File: config.mk
export PLATFORM = sky130hd
export DESIGN_NAME = gcc_divider
export DESIGN_NICKNAME = d
export VERILOG_FILES = /design/src/rtl/core/gcc_pkg.sv /design/src/rtl/core/gcc_divider.sv
export SDC_FILE = /design/constraint.sdc
export NUM_CORES = 1
export LEC_CHECK = 0
export BUFFER_PORTS_ARGS = -buffer_cell sky130_fd_sc_hd__buf_2
export CAP_MARGIN = 40
export CORE_ASPECT_RATIO = 2
export CORE_MARGIN = 2
export CORE_UTILIZATION = 45
export DETAILED_ROUTE_END_ITERATION = 8
export HOLD_SLACK_MARGIN = 0.15
export PLACE_DENSITY = 0.77
export SYNTH_ARGS = -nofsm -noshare
export SYNTH_HDL_FRONTEND = slang
export SYNTH_SLANG_ARGS = --single-unit
export TNS_END_PERCENT = 100
File: constraint.sdc
create_clock -name i_clk -period 4.75 [get_ports i_clk]
set_input_delay 0.95 -clock i_clk [delete_from_list [all_inputs] [get_ports i_clk]]
set_output_delay 0.95 -clock i_clk [all_outputs]
set_load 0.005 [all_outputs]
File: src/rtl/core/gcc_pkg.sv
// Shared types, constants, denomination table and microcode ROM for the
// greedy coin change core. No dependencies.
`default_nettype none

package gcc_pkg;

    localparam int AMOUNT_W    = 24;
    localparam int INDEX_W     = 4;
    localparam int CENTS_W     = 16;
    localparam int COUNT_W     = 21;
    localparam int TABLE_SLOTS = 16;
    localparam int NUM_DENOMS_DEF = 15;

    localparam int DIVIDEND_W = AMOUNT_W + 1;
    localparam int STEP_W     = 5;
    localparam int PC_W       = 4;

    typedef logic [AMOUNT_W-1:0]   t_amount;
    typedef logic [INDEX_W-1:0]    t_index;
    typedef logic [CENTS_W-1:0]    t_cents;
    typedef logic [COUNT_W-1:0]    t_count;
    typedef logic [DIVIDEND_W-1:0] t_dividend;
    typedef logic [STEP_W-1:0]     t_step;
    typedef logic [PC_W-1:0]       t_pc;

    localparam t_dividend ROUND_BIAS = t_dividend'(5);
    localparam int ROUND_SHIFT = 28;
    localparam t_dividend ROUND_RECIP = t_dividend'(((1 << ROUND_SHIFT) + 9) / 10);
    localparam t_step DENOM_STEPS_M1 = t_step'(COUNT_W - 1);
    localparam int DENOM_PAD = DIVIDEND_W - COUNT_W;

    typedef enum logic [2:0] {
        OP_NONE,
        OP_ACCEPT,
        OP_DSTEP,
        OP_SETREM,
        OP_LOAD_DIV,
        OP_EMIT,
        OP_DEC_K
    } t_uop;

    typedef enum logic [2:0] {
        C_ALWAYS,
        C_NO_INPUT,
        C_CNT_NZ,
        C_REM_ZERO,
        C_SKIP,
        C_OUT_BUSY,
        C_DONE
    } t_ucond;

    typedef struct packed {
        t_uop   op;
        t_ucond cond;
        t_pc    target;
    } t_uword;

    typedef struct packed {
        logic load;
        logic step;
    } t_div_ctrl;

    typedef struct packed {
        logic cnt_nz;
    } t_div_stat;

    localparam t_pc PC_IDLE       = t_pc'(0);
    localparam t_pc PC_SETREM     = t_pc'(1);
    localparam t_pc PC_TEST       = t_pc'(2);
    localparam t_pc PC_SELECT     = t_pc'(3);
    localparam t_pc PC_DIV_DENOM  = t_pc'(4);
    localparam t_pc PC_EMIT       = t_pc'(5);
    localparam t_pc PC_NEXT       = t_pc'(6);
    localparam t_pc PC_DEC        = t_pc'(7);

    function automatic t_cents denom_value(input t_index idx);
        t_cents v;
        unique case (idx)
            4'd0:    v = t_cents'(1);
            4'd1:    v = t_cents'(2);
            4'd2:    v = t_cents'(5);
            4'd3:    v = t_cents'(10);
            4'd4:    v = t_cents'(20);
            4'd5:    v = t_cents'(50);
            4'd6:    v = t_cents'(100);
            4'd7:    v = t_cents'(200);
            4'd8:    v = t_cents'(500);
            4'd9:    v = t_cents'(1000);
            4'd10:   v = t_cents'(2000);
            4'd11:   v = t_cents'(5000);
            4'd12:   v = t_cents'(10000);
            4'd13:   v = t_cents'(20000);
            4'd14:   v = t_cents'(50000);
            default: v = '0;
        endcase
        return v;
    endfunction

    function automatic t_uword ucode(input t_pc pc);
        t_uword w;
        unique case (pc)
            PC_IDLE:      w = '{OP_ACCEPT,   C_NO_INPUT, PC_IDLE};
            PC_SETREM:    w = '{OP_SETREM,   C_ALWAYS,   PC_TEST};
            PC_TEST:      w = '{OP_NONE,     C_REM_ZERO, PC_IDLE};
            PC_SELECT:    w = '{OP_LOAD_DIV, C_SKIP,     PC_NEXT};
            PC_DIV_DENOM: w = '{OP_DSTEP,    C_CNT_NZ,   PC_DIV_DENOM};
            PC_EMIT:      w = '{OP_EMIT,     C_OUT_BUSY, PC_EMIT};
            PC_NEXT:      w = '{OP_NONE,     C_DONE,     PC_IDLE};
            PC_DEC:       w = '{OP_DEC_K,    C_ALWAYS,   PC_SELECT};
            default:      w = '{OP_NONE,     C_ALWAYS,   PC_IDLE};
        endcase
        return w;
    endfunction

endpackage

`default_nettype wire

File: src/rtl/core/gcc_divider.sv
// Restoring serial divider, one quotient bit per cycle while stepped, for the
// per-denomination division; its dividend register also holds the biased amount
// for rounding. Depends on gcc_pkg.
`default_nettype none

module gcc_divider
    import gcc_pkg::*;
(
    input  wire        i_clk,
    input  wire        i_rst_n,
    input  t_div_ctrl  i_ctrl,
    input  t_dividend  i_dividend,
    input  t_cents     i_divisor,
    input  t_step      i_count,
    output t_dividend  o_quotient,
    output t_cents     o_remainder,
    output t_div_stat  o_stat
);

    t_step           r_cnt;
    t_dividend       r_q;
    t_cents          r_p;
    t_cents          r_d;
    logic [CENTS_W+1:0] w_diff;

    assign w_diff = {1'b0, r_p, r_q[DIVIDEND_W-1]} - {2'b00, r_d};

    always_ff @(posedge i_clk) begin
        if (!i_rst_n) begin
            r_cnt <= '0;
        end else if (i_ctrl.load) begin
            r_cnt <= i_count;
        end else if (i_ctrl.step && r_cnt != '0) begin
            r_cnt <= r_cnt - t_step'(1);
        end
    end

    always_ff @(posedge i_clk) begin
        if (i_ctrl.load) begin
            r_q <= i_dividend;
            r_p <= '0;
            r_d <= i_divisor;
        end else if (i_ctrl.step) begin
            r_q <= {r_q[DIVIDEND_W-2:0], ~w_diff[CENTS_W+1]};
            if (!w_diff[CENTS_W+1]) begin
                r_p <= w_diff[CENTS_W-1:0];
            end else begin
                r_p <= {r_p[CENTS_W-2:0], r_q[DIVIDEND_W-1]};
            end
        end
    end

    assign o_quotient    = r_q;
    assign o_remainder   = r_p;
    assign o_stat.cnt_nz = (r_cnt != '0);

endmodule

`default_nettype wire
==> impl_metrics.ini <==
[routing]
firstDrtPassIters = 4
vias_per_cell = 5.371
routed_wl_um = 7503
vias = 2739
post_drt_wl_per_cell_um = 14.71
drtIter0Drc = 173
drcViolationCount = 0
ant_nets = 0

[power_and_ir_drop]
leakage_nw = 1.847
power.density_nw_per_um2 = 383.0
peakVddDrop_mv = 0.3623

[yosys]
synth_top_area_cell = edfxtp_1
synthArstFlopShare_pct = 0
synth_compound_area_share_pct = 14.30
synth_fp_nets = 389
avgSynthCellArea_um2 = 10.77
yosys_warnings = 0
synthMuxAreaShare_pct = 10.78
yosys.area_share.simple_pct = 11.72
ys.flop_type = edfxtp_1
ys_seq_elements = 62
synthDistinctLibCells = 47
yosysTopAreaCellShare_pct = 35.72
yosys.area_share.adder_pct = 7.114
synth_area_leaders = edfxtp_1 (36%), dfxtp_1 (12%), mux2_2 (8.2%), ha_1 (6.5%), a211oi_1 (2.8%)
synth_top_family_by_area = compound AO/OA/AOI/OAI gates
synth_edf_count = 41
syn-instance-count = 320
ys_seq_area_share_pct = 47.91
yosys.area_share.xor_xnor_pct = 3.811
post_synth_instance_area_um2 = 3447

[worst_setup_path]
critPathArrivalTime_ns = 3.04
reg2reg_depth = 10
crit_chain = inv_1, ha_1, inv_1, fa_1, a211oi_1, o21ai_0, a41oi_1, o31ai_1, xor2_1, a31o_2
cp-start-kind = register
cp_slowest_cell = fa_1
endpoint_kind = register
critPathMostFrequentCell = inv_1
max_stage_delay_ns = 0.42
critPathKind = reg2reg
critPathMaxFanout = 3
required_ns = 4.97
regToRegSetupSlack_ns = 1.93

[final_layout]
final_layout_size_suffix_gt1_share_pct = 33.41
nNetsFinal = 480
syn_to_final_growth_pct = 24.86
num-fill-cells = 631
antenna_cells = 0
instances_no_fill = 510

[sta]
fmax_mhz = 354.8
fin_tns_setup_ns = 0
hold_violations = 0
post-route-period-util_pct = 59.33
slew-limit-headroom_pct = 55.64
fin_skew_ns = 0.006374
hold_slack_ns = 0.5059
rsz0062_at_grt = false
setup_viol = 0
slew_violations = 0
period_minus_slack_ns = 2.818
worstMarginPinSlew_ns = 0.6634

[floorplan]
start_util_pct = 46.03
fp.dieW_um = 65.89
core_area_um2 = 7488
chipHeight_um = 127.8
row_count = 45
dieArea_um2 = 8418
ioPinCount = 92

[clocking]
cts-resized-gates = 0
cts_tree = done
clockRootBuffer = clkbuf_16
clkSlewWorstSetupHoldPaths_ns = 0.05
cts.hold.buffers_added = 0
htreeDepth = 3
insertion_delay_ns = 0.33
numCtsBuffers = 9
clk_path_buf_depth = 2
postCtsSetupRepairBufs = 0
cts.sink_count = 62

[job]
max_cap_viol_count = 0

[status]
outcome = completed

[placed_design]
place_inst = 494
port_buffers = 91
hpwl_um = 5446
place_congestion = 0.8581

[min_path]
hold_path_class = reg2reg
holdPathStages = 2

[grt]
grt_max_degree = 40
track_usage_pct = 19.15
grt_pass1_wl_um = 12340
grt_overflow_total = 0
antenna_found_initial = 0
grt_pass1_vias = 2684
[placed cells by master (no fill, tap or decap), types with 2 or more instances in the layout]
| master | Yosys | routed |
|---|---|---|
| xor2_1 | 6 | 6 |
| o21bai_1 | 2 | 2 |
| a31o_2 | 3 | 3 |
| nor3_1 | 5 | 5 |
| edfxtp_1 | 41 | 41 |
| a21oi_1 | 13 | 13 |
| o211ai_1 | 6 | 6 |
| dfxtp_1 | 21 | 21 |
| bufinv_16 | 0 | 2 |
| nand4_1 | 4 | 4 |
| a21o_1 | 4 | 4 |
| nor2_1 | 19 | 19 |
| ha_1 | 18 | 18 |
| xnor2_1 | 9 | 9 |
| nand2b_1 | 5 | 5 |
| o21ai_0 | 15 | 15 |
| o31ai_1 | 3 | 3 |
| buf_8 | 0 | 2 |
| clkinv_2 | 0 | 2 |
| mux2_2 | 25 | 25 |
| inv_1 | 22 | 22 |
| a211oi_1 | 13 | 13 |
| a2111o_1 | 2 | 2 |
| and2_1 | 7 | 7 |
| clkbuf_1 | 13 | 2 |
| nand3_1 | 5 | 5 |
| buf_4 | 1 | 2 |
| a31oi_1 | 2 | 2 |
| or3_1 | 4 | 4 |
| nor2b_1 | 2 | 2 |
| clkbuf_16 | 0 | 9 |
| nand2_1 | 23 | 23 |
| buf_2 | 0 | 91 |
| mux2i_1 | 9 | 9 |
[routing by layer]
metal | up-vias | GRT usage (%) | part of all wire, %
li1 | 1361 | - | -
met1 | 1268 | 24.39 | 43
met2 | 97 | 30.42 | 49
met3 | 13 | 5.004 | 6.6
met4 | 0 | 7.966 | 1.7
met5 | - | 0 | 0
[cell type report]
cell class	count	area, um2	area share [%]
timing repair buffer	95	500.5	11.63
clock buffer	11	232.7	5.407
inverter	22	82.58	1.919
tap	94	117.6	2.733
clock inverter	5	73.82	1.715
multi-input combinational	221	1645	38.23
sequential	62	1652	38.37
[where the power goes]
| group | internal [mW] | total (mW) | switching, mW |
|---|---|---|---|
| combinational | 0.150 | 0.316 | 0.165 |
| clock | 0.455 | 0.671 | 0.216 |
| sequential | 0.632 | 0.662 | 0.0296 |
| total | 1.24 | 1.65 | 0.411 |
[cells by family (layout without fill, tap and decap cells)]
kind of cell / Yosys count / count (layout)
compound gates: 72 / 72
mux: 34 / 34
fa+ha+maj: 19 / 19
flops: 62 / 62
xor+xnor: 15 / 15
buf+inv: 37 / 133
simple gates: 81 / 81
[synth_stat cells (all sizes together) (5+ instances only)]
cell / instances
clkbuf: 13
mux2i: 9
nand2: 23
nor3: 5
nand3: 5
xnor2: 9
o21ai: 15
mux2: 25
nor2: 19
and2: 7
dfxtp: 21
inv: 22
nand2b: 5
edfxtp: 41
ha: 18
o211ai: 7
a211oi: 13
xor2: 6
a21oi: 13
[registers in the layout, indices dropped and copies added, names as in the netlist]
name and flops:
r_cnt 5, r_d 16, o_quotient 25, o_remainder 16
[final timing paths]
check,from,to
max reg2reg,o_quotient[24],o_remainder[14]
min reg2reg,o_remainder[2],o_remainder[2]
min,o_remainder[2],o_remainder[2]
max,o_quotient[24],o_remainder[14]
[critical path, delay by kind of cell, from the launching register on]
kind	cells	cell delay, ns
AOI/OAI and AO/OA	5	1.45
adders and majority gates	2	0.57
DFF	1	0.40
xor gates and xnor gates	1	0.16
buffers and inverters	2	0.13
[per-stage QoR]
stage	setup WS [ns]	area (um2)	total power [mW]	utilization, %
floorplan	2.317	3447	0.8798	-
global placement	1.880	3968	0.9738	52.98
detailed placement	1.992	3998	0.9851	53.38
CTS	1.954	4304	1.666	57.48
global route	1.810	4304	1.729	57.48
finish	1.932	4304	1.649	57.48
No activity file was read; power rests on OpenSTA's default activity.
